==> src/rtl/core/cbms_pkg.sv <==
// Package for the battery monitor supervisor: frame identifiers, register
// indexes and the request and result structs.
// Depends on nothing; used by can_battery_monitor_supervisor_unit.
package cbms_pkg;

    localparam logic [28:0] ID_FAULT     = 29'h0000303;
    localparam logic [28:0] ID_HEARTBEAT = 29'h18EEFF80;
    localparam logic [28:0] ID_TEMP      = 29'h1839F380;
    localparam logic [28:0] ID_MOTOR     = 29'h0000181;

    localparam logic [7:0] REG_NMAX  = 8'hC8;
    localparam logic [7:0] REG_SPEED = 8'h30;

    localparam logic [3:0] MOTOR_MIN_LEN = 4'd3;

    localparam logic OP_FRAME = 1'b0;
    localparam logic OP_TICK  = 1'b1;

    localparam int CFG_IDX_W  = 2;
    localparam int CFG_DATA_W = 20;

    typedef enum logic [CFG_IDX_W-1:0] {
        CFG_HB_TIMEOUT   = 2'd0,
        CFG_TEMP_TIMEOUT = 2'd1,
        CFG_OT_LIMIT     = 2'd2,
        CFG_OT_HOLD      = 2'd3
    } t_cfg_index;

    localparam logic [15:0] RST_HB_TIMEOUT   = 16'd600;
    localparam logic [15:0] RST_TEMP_TIMEOUT = 16'd300;
    localparam logic [7:0]  RST_OT_LIMIT     = 8'd60;
    localparam logic [19:0] RST_OT_HOLD      = 20'd10000;

    // speed full scale is 2^15 - 1
    localparam int          SPEED_SHIFT = 15;
    localparam logic [16:0] SPEED_FULL  = 17'd32767;
    localparam logic [16:0] SPEED_FULL2 = 17'd65534;

    typedef struct packed {
        logic        op;
        logic [31:0] now_ms;
        logic [28:0] frame_id;
        logic [3:0]  frame_len;
        logic [7:0]  byte0;
        logic [7:0]  byte1;
        logic [7:0]  byte2;
        logic [7:0]  byte3;
    } t_in_item;

    typedef struct packed {
        logic [4:0]         fault_number;
        logic [7:0]         max_temperature;
        logic signed [15:0] motor_rpm;
        logic               heartbeat_timed_out;
        logic               temp_frame_timed_out;
        logic               overtemp_fault;
        logic               max_speed_known;
    } t_out_item;

endpackage

==> src/rtl/core/can_battery_monitor_supervisor_unit.sv <==
// Top level of the battery monitor supervisor: request register, state
// update, speed scaling stage and result register.
// Depends on cbms_pkg.

// Takes one request per cycle, frame or tick. A frame updates state and gives
// no result; a tick gives one status result, from the request register through
// the next stage to the result register. The request register feeds the state
// update and a 16 by 16 magnitude multiplier for speed samples; the next stage
// divides the product by 32767 with an add and compare and writes the rpm; the
// last register holds the result. Stages that hold no tick move on while the
// result register waits, so requests keep flowing until a stalled tick blocks.
module can_battery_monitor_supervisor_unit (
    input  logic                                   i_clk,
    input  logic                                   i_rst_n,
    input  logic                                   i_in_valid,
    output logic                                   o_in_stall,
    input  cbms_pkg::t_in_item                     i_in,
    output logic                                   o_out_valid,
    input  logic                                   i_out_stall,
    output cbms_pkg::t_out_item                    o_out,
    input  logic                                   i_cfg_we,
    input  logic [cbms_pkg::CFG_IDX_W-1:0]         i_cfg_index,
    input  logic [cbms_pkg::CFG_DATA_W-1:0]        i_cfg_data
);
    import cbms_pkg::*;

    // configuration
    logic [15:0] r_hb_timeout;
    logic [15:0] r_temp_timeout;
    logic [7:0]  r_ot_limit;
    logic [19:0] r_ot_hold;

    // supervisor state
    logic [4:0]         r_fault, n_fault;
    logic [7:0]         r_max_temp, n_max_temp;
    logic [31:0]        r_hb_seen, n_hb_seen;
    logic [31:0]        r_temp_seen, n_temp_seen;
    logic [31:0]        r_ot_since, n_ot_since;
    logic               r_ot_flag, n_ot_flag;
    logic signed [15:0] r_nmax, n_nmax;
    logic               r_known, n_known;
    logic signed [16:0] r_rpm, n_rpm;
    logic               r_hb_to, n_hb_to;
    logic               r_tf_to, n_tf_to;

    // pipeline
    logic      r_in_valid;
    t_in_item  r_in;
    logic      r_s1_valid;
    logic      r_s1_tick;
    t_out_item r_s1_stat;
    logic      r_s1_prod_valid;
    logic      r_s1_neg;
    logic [30:0] r_s1_prod;
    logic      r_out_valid;
    t_out_item r_out;

    logic take_out, s1_go, s1_free, s0_go, s0_free;

    logic [31:0]        w_word;
    logic [4:0]         w_enc;
    logic               w_enc_hit;
    logic signed [15:0] w_val;
    logic [15:0]        w_val_mag, w_nmax_mag;
    logic               w_prod_valid;
    t_out_item          w_stat;
    t_out_item          w_out;
    logic [31:0]        w_since_eff;

    logic [15:0] w_quo_hi;
    logic [16:0] w_rem_sum;
    logic [16:0] w_quo;
    logic [16:0] w_corr;

    assign take_out = !r_out_valid || !i_out_stall;
    assign s1_go    = r_s1_valid && (!r_s1_tick || take_out);
    assign s1_free  = !r_s1_valid || s1_go;
    assign s0_go    = r_in_valid && s1_free;
    assign s0_free  = !r_in_valid || s0_go;

    assign o_in_stall  = !s0_free;
    assign o_out_valid = r_out_valid;
    assign o_out       = r_out;

    // fault word priority encode, bit 31 highest
    always_comb begin
        w_word    = {r_in.byte0, r_in.byte1, r_in.byte2, r_in.byte3};
        w_enc     = '0;
        w_enc_hit = 1'b0;
        for (int b = 4; b < 32; b++) begin
            if (w_word[b]) begin
                w_enc     = 5'(32 - b);
                w_enc_hit = 1'b1;
            end
        end
    end

    assign w_val      = $signed({r_in.byte2, r_in.byte1});
    assign w_val_mag  = w_val[15] ? 16'(-w_val) : w_val;
    assign w_nmax_mag = r_nmax[15] ? 16'(-r_nmax) : r_nmax;
    assign w_since_eff = (r_ot_since == '0) ? r_in.now_ms : r_ot_since;

    // state update for the request in the input register
    always_comb begin
        n_fault      = r_fault;
        n_max_temp   = r_max_temp;
        n_hb_seen    = r_hb_seen;
        n_temp_seen  = r_temp_seen;
        n_ot_since   = r_ot_since;
        n_ot_flag    = r_ot_flag;
        n_nmax       = r_nmax;
        n_known      = r_known;
        n_hb_to      = r_hb_to;
        n_tf_to      = r_tf_to;
        w_prod_valid = 1'b0;
        if (s0_go) begin
            if (r_in.op == OP_FRAME) begin
                if (r_in.frame_id == ID_FAULT) begin
                    if (w_word == '0) begin
                        n_fault = '0;
                    end else if (w_enc_hit) begin
                        n_fault = w_enc;
                    end
                end
                if (r_in.frame_id == ID_HEARTBEAT) begin
                    n_hb_seen = r_in.now_ms;
                end
                if (r_in.frame_id == ID_TEMP) begin
                    n_temp_seen = r_in.now_ms;
                    n_max_temp  = r_in.byte2;
                end
                if (r_in.frame_id == ID_MOTOR && r_in.frame_len >= MOTOR_MIN_LEN) begin
                    if (r_in.byte0 == REG_NMAX) begin
                        n_nmax  = w_val;
                        n_known = 1'b1;
                    end else if (r_in.byte0 == REG_SPEED) begin
                        w_prod_valid = r_known && (r_nmax != '0);
                    end
                end
            end else begin
                n_hb_to = (r_in.now_ms - r_hb_seen) > {16'd0, r_hb_timeout};
                n_tf_to = (r_in.now_ms - r_temp_seen) > {16'd0, r_temp_timeout};
                if (r_max_temp > r_ot_limit) begin
                    n_ot_since = w_since_eff;
                    if ((r_in.now_ms - w_since_eff) > {12'd0, r_ot_hold}) begin
                        n_ot_flag = 1'b1;
                    end
                end else begin
                    n_ot_since = '0;
                    n_ot_flag  = 1'b0;
                end
            end
        end
    end

    always_comb begin
        w_stat                      = '0;
        w_stat.fault_number         = n_fault;
        w_stat.max_temperature      = n_max_temp;
        w_stat.heartbeat_timed_out  = n_hb_to;
        w_stat.temp_frame_timed_out = n_tf_to;
        w_stat.overtemp_fault       = n_ot_flag;
        w_stat.max_speed_known      = n_known;
    end

    always_comb begin
        w_out           = r_s1_stat;
        w_out.motor_rpm = r_rpm[15:0];
    end

    // divide the product magnitude by 2^15 - 1: q = hi + (hi + lo) / (2^15 - 1)
    always_comb begin
        w_quo_hi  = r_s1_prod[30:15];
        w_rem_sum = {1'b0, w_quo_hi} + {2'b00, r_s1_prod[SPEED_SHIFT-1:0]};
        if (w_rem_sum >= SPEED_FULL2) begin
            w_corr = 17'd2;
        end else if (w_rem_sum >= SPEED_FULL) begin
            w_corr = 17'd1;
        end else begin
            w_corr = 17'd0;
        end
        w_quo = {1'b0, w_quo_hi} + w_corr;
        n_rpm = r_rpm;
        if (s1_go && r_s1_prod_valid) begin
            n_rpm = r_s1_neg ? $signed(17'(-w_quo)) : $signed(w_quo);
        end
    end

    always_ff @(posedge i_clk) begin
        if (!i_rst_n) begin
            r_hb_timeout   <= RST_HB_TIMEOUT;
            r_temp_timeout <= RST_TEMP_TIMEOUT;
            r_ot_limit     <= RST_OT_LIMIT;
            r_ot_hold      <= RST_OT_HOLD;
        end else if (i_cfg_we) begin
            unique case (t_cfg_index'(i_cfg_index))
                CFG_HB_TIMEOUT:   r_hb_timeout   <= i_cfg_data[15:0];
                CFG_TEMP_TIMEOUT: r_temp_timeout <= i_cfg_data[15:0];
                CFG_OT_LIMIT:     r_ot_limit     <= i_cfg_data[7:0];
                CFG_OT_HOLD:      r_ot_hold      <= i_cfg_data[19:0];
                default:          r_ot_hold      <= r_ot_hold;
            endcase
        end
    end

    always_ff @(posedge i_clk) begin
        if (!i_rst_n) begin
            r_fault     <= '0;
            r_max_temp  <= '0;
            r_hb_seen   <= '0;
            r_temp_seen <= '0;
            r_ot_since  <= '0;
            r_ot_flag   <= 1'b0;
            r_nmax      <= '0;
            r_known     <= 1'b0;
            r_rpm       <= '0;
            r_hb_to     <= 1'b0;
            r_tf_to     <= 1'b0;
        end else begin
            r_fault     <= n_fault;
            r_max_temp  <= n_max_temp;
            r_hb_seen   <= n_hb_seen;
            r_temp_seen <= n_temp_seen;
            r_ot_since  <= n_ot_since;
            r_ot_flag   <= n_ot_flag;
            r_nmax      <= n_nmax;
            r_known     <= n_known;
            r_rpm       <= n_rpm;
            r_hb_to     <= n_hb_to;
            r_tf_to     <= n_tf_to;
        end
    end

    always_ff @(posedge i_clk) begin
        if (!i_rst_n) begin
            r_in_valid      <= 1'b0;
            r_s1_valid      <= 1'b0;
            r_s1_prod_valid <= 1'b0;
            r_out_valid     <= 1'b0;
        end else begin
            if (s0_free) begin
                r_in_valid <= i_in_valid;
            end
            if (s1_free) begin
                r_s1_valid      <= s0_go;
                r_s1_prod_valid <= w_prod_valid;
            end
            if (take_out) begin
                r_out_valid <= s1_go && r_s1_tick;
            end
        end
    end

    always_ff @(posedge i_clk) begin
        if (s0_free && i_in_valid) begin
            r_in <= i_in;
        end
        if (s0_go) begin
            r_s1_tick <= (r_in.op == OP_TICK);
            r_s1_stat <= w_stat;
            r_s1_neg  <= w_val[15] ^ r_nmax[15];
            r_s1_prod <= 31'(w_val_mag * w_nmax_mag);
        end
        if (take_out && s1_go && r_s1_tick) begin
            r_out <= w_out;
        end
    end

    a_fault_range: assert property (@(posedge i_clk) disable iff (!i_rst_n)
        r_fault <= 5'd28)
        else $error("fault number out of range");

    a_ot_flag_since: assert property (@(posedge i_clk) disable iff (!i_rst_n)
        r_ot_flag |-> (r_ot_since != '0))
        else $error("overtemp fault set with idle hold timer");

    a_prod_needs_nmax: assert property (@(posedge i_clk) disable iff (!i_rst_n)
        (r_s1_valid && r_s1_prod_valid) |-> (r_known && !r_s1_tick))
        else $error("speed scaling issued without known maximum speed");

    a_result_from_tick: assert property (@(posedge i_clk) disable iff (!i_rst_n)
        $rose(r_out_valid) |-> $past(r_s1_valid && r_s1_tick))
        else $error("result loaded without a tick");

endmodule
==> config.mk <==
export PLATFORM = sky130hd
export DESIGN_NAME = can_battery_monitor_supervisor_unit
export DESIGN_NICKNAME = d
export VERILOG_FILES = /design/src/rtl/core/cbms_pkg.sv /design/src/rtl/core/can_battery_monitor_supervisor_unit.sv
export SDC_FILE = /design/constraint.sdc
export NUM_CORES = 2
export LEC_CHECK = 0
export CORE_MARGIN = 2
export CORE_UTILIZATION = 55
export CTS_BUF_LIST = sky130_fd_sc_hd__clkbuf_4
export DETAILED_ROUTE_END_ITERATION = 8
export DONT_BUFFER_PORTS = 1
export GPL_TIMING_DRIVEN = 0
export PLACE_DENSITY = 0.78
export RECOVER_POWER = 50
export SLEW_MARGIN = 30
export SYNTH_ARGS = -nofsm -noshare
export SYNTH_HDL_FRONTEND = slang
export SYNTH_SLANG_ARGS = --single-unit
==> constraint.sdc <==
create_clock -name i_clk -period 23.6 [get_ports i_clk]
set_input_delay 0 -clock i_clk [delete_from_list [all_inputs] [get_ports i_clk]]
set_output_delay 0 -clock i_clk [all_outputs]
set_load 0.02 [all_outputs]
==> results.cfg <==
[drt]
wl_met1_um = 34900
met2_length_um = 43000
routedWlPerCell_um = 19.5
drt-total-wl_um = 91000
routed.top_layer = met5
drtPass1Iterations = 6
via_per_inst = 5.84
drtAntennaViolNets = 0
drt-initial-drc-count = 2543
wl_met3_um = 7360
drc = 0
via_count = 27200

[global_route]
grt_pass1_vias = 27600
grt_max_degree = 28
grt_use_total_pct = 32.0
overflow = 0
grt_pass1_wl_um = 144000
grt_antenna_before_repair = 3

[worst_hold_path]
hold_end = r_ot_limit[7]
hold_class = in2reg
hold_start = i_cfg_data[7]
whs_path_depth = 3

[status]
outcome = complete, but fails checks
violations = capacitance limit, slew limit

[yosys]
synthArstFlopShare_pct = 0
syn_inst = 3433
avgSynthCellArea_um2 = 8.94
syn_area_um2 = 30700
synth_edf_count = 181
synthFlopType = dfxtp_1
yosysMostFrequentCell = nand2_1
synthesis.nets = 4029
yosys_register_bits = 390
synth_common_cells = nand2_1, inv_1, ha_1
synth.largest_area_cell = edfxtp_1
yosysUniqueCellTypes = 91
ys_seq_area_share_pct = 31.3
yosysWarnings = 0
synth.area.top_cells = edfxtp_1, dfxtp_1, fa_1
synth.top_cell.area_share_pct = 17.7

[setup_path]
path_max_fanout = 10
r2r-end = r_s1_prod[29]
ff2ff_path_depth = 32
r2r_setup_slack_ns = 13.59
crit_path_start_kind = flip-flop
endpoint_kind = flip-flop
rr_startpoint = r_in[16]
max_stage_delay_ns = 0.57
critPathSlowestCell = clkbuf_1
worst_ep_arrival_time_ns = 10.60
worst-setup-path-type = reg2reg
required_ns = 24.20
cp_common_cell = fa_1

[clock_tree]
root_buffer = clkbuf_4
cts_tree = done
cts_buffer_depth = 3
clkSlewWorstSetupHoldPaths_ns = 0.08
cts.htree.levels = 3
cts-resized-gates = 0
clock-sinks = 390
clk_latency_ns = 0.90
cts_buffers = 100

[cells_and_area]
layout-drive-gt1-share_pct = 5.30
area_delta_synth_final_pct = 17.2
num-nets-final = 4416

[timing]
tightest_slew_ns = 1.91
fin_crit_sh_pct = 42.4
slew_violations = 28
finalSetupViolations = 0
finalClockSkew_ns = 0.118
fin_hold_ws_ns = 0.0903
period_minus_slack_ns = 10.01
finalSetupTns_ns = 0
fmax_mhz = 99.9
slew_headroom_pct = -27.4
rsz0062_at_grt = no
hold_viol = 0

[power_and_ir_drop]
p_per_area_nw_per_um2 = 59.2
p_leak_nw = 14.9
vdd_drop_max_uv = 58.5

[die]
die_w_um = 240
core_um2 = 55100
die_h_um = 240
die_area_um2 = 57700
row_count = 86
ios = 160
initial_core_util_pct = 55.7

[place]
place.gp.congestion = 0.976
hpwl_um = 63400
numPortBuffers = 0

[flow_run]
maxCapViolations = 2
==> metal layers <==
metal / global-route usage [%] / vias to the layer above
li1: - / 12500
met1: 37.8 / 12900
met2: 54.1 / 1378
met3: 5.89 / 419
met4: 19.7 / 2
met5: 0 / -
==> power breakdown <==
group	switching, mW	total (mW)	internal, mW
Combinational	0.434	0.726	0.292
Sequential	0.0320	0.766	0.734
Clock	0.311	0.637	0.326
==> stage by stage <==
step | total power, mW | instance area, µm² | instances | util [%] | setup WS [ns]
6_report | 2.13 | 36000 | 4656 | 65.3 | 13.59
5_1_grt | 2.24 | 36000 | 4655 | 65.3 | 13.15
4_1_cts | 2.09 | 36000 | 4654 | 65.4 | 13.89
3_5_place_dp | 1.44 | 31900 | 4188 | 57.9 | 13.99
3_3_place_gp | 1.42 | 31600 | 4181 | 57.4 | 14.05
2_1_floorplan | 1.27 | 30700 | 3433 | - | 15.65
==> sequential cells by signal, summed over array words and instances, names as in the netlist, 5 cells and up <==
register,cells
r_s1_stat,17
r_s1_prod,31
r_temp_seen,32
r_temp_timeout,16
r_ot_hold,20
r_hb_seen,32
r_ot_limit,8
o_out,33
r_in,98
r_rpm,16
r_hb_timeout,16
r_nmax,16
r_ot_since,32
r_fault,5
r_max_temp,8
==> critical path, delay by kind of cell, from the launching register on <==
kind / cells / cell delay [ns]
AO/OA/AOI/OAI: 9 / 2.20
XOR/XNOR: 2 / 0.43
adder cells (fa/ha/maj): 8 / 3.64
buffers and inverters: 6 / 1.48
flip-flops: 1 / 0.49
AND/OR/NAND/NOR: 7 / 1.47
==> cells by family (layout without fill, tap and decap cells) <==
| group | Yosys count | count (layout) | synth area share [%] |
|---|---|---|---|
| other | 0 | 2 | 0 |
| AND/OR/NAND/NOR | 1130 | 1130 | 16.6 |
| multiplexers | 35 | 35 | 1.15 |
| flip-flops | 390 | 390 | 31.3 |
| adder cells (fa/ha/maj) | 471 | 471 | 24.0 |
| AO/OA/AOI/OAI | 713 | 713 | 15.6 |
| buffers and inverters | 524 | 997 | 6.43 |
| XOR/XNOR | 170 | 170 | 4.88 |
==> cell usage in the layout, fill, tap and decap left out, types with 10 or more instances in the layout <==
master,n
mux2i_1,32
nand4_1,29
and2_1,39
xor2_1,67
a21o_1,53
dlygate4sd3_1,278
edfxtp_1,181
a211oi_1,25
o211ai_1,29
o21bai_1,18
or4_1,10
nor3_1,44
clkbuf_4,142
o21a_1,26
nand2b_1,32
nand3_1,47
clkinv_2,10
o31ai_1,24
nor4_1,22
xnor2_1,94
ha_1,273
and3_1,23
dfxtp_1,209
a21boi_0,109
clkbuf_1,109
nor2b_1,41
a31oi_1,41
inv_1,409
o21ai_0,108
nand2_1,518
fa_1,198
o21ai_1,11
clkinv_1,29
nor2_1,269
a21oi_1,161
or3_1,12
==> final cells by class <==
| cell class | instances | area [µm²] |
|---|---|---|
| Timing Repair Buffer | 285 | 2900 |
| Inverter | 410 | 1540 |
| Clock buffer | 142 | 1070 |
| Fill cell | 4261 | 19100 |
| Sequential cell | 390 | 9620 |
| Multi-Input combinational cell | 2519 | 19200 |
| Antenna cell | 2 | 5.00 |
| Buffer | 114 | 435 |
| Tap cell | 748 | 936 |
| Clock inverter | 46 | 308 |
==> worst max path at each step <==
stage,startpoint,to,slack (ns)
after floorplan,r_in[16],r_s1_prod[29],15.65
after global placement,r_in[16],r_s1_prod[29],14.05
after detailed placement,r_in[16],r_s1_prod[29],13.99
after CTS,r_in[16],r_s1_prod[29],13.89
after global routing,r_in[16],r_s1_prod[29],13.15
final,r_in[16],r_s1_prod[29],13.59
==> timing repair <==
item,4_1_cts,5_1_grt
setup endpoints to repair,0,0
endpoints found under the hold margin,283,0
hold buffers,278,0
setup buffers,0,0
No activity file was read; power rests on OpenSTA's default activity.
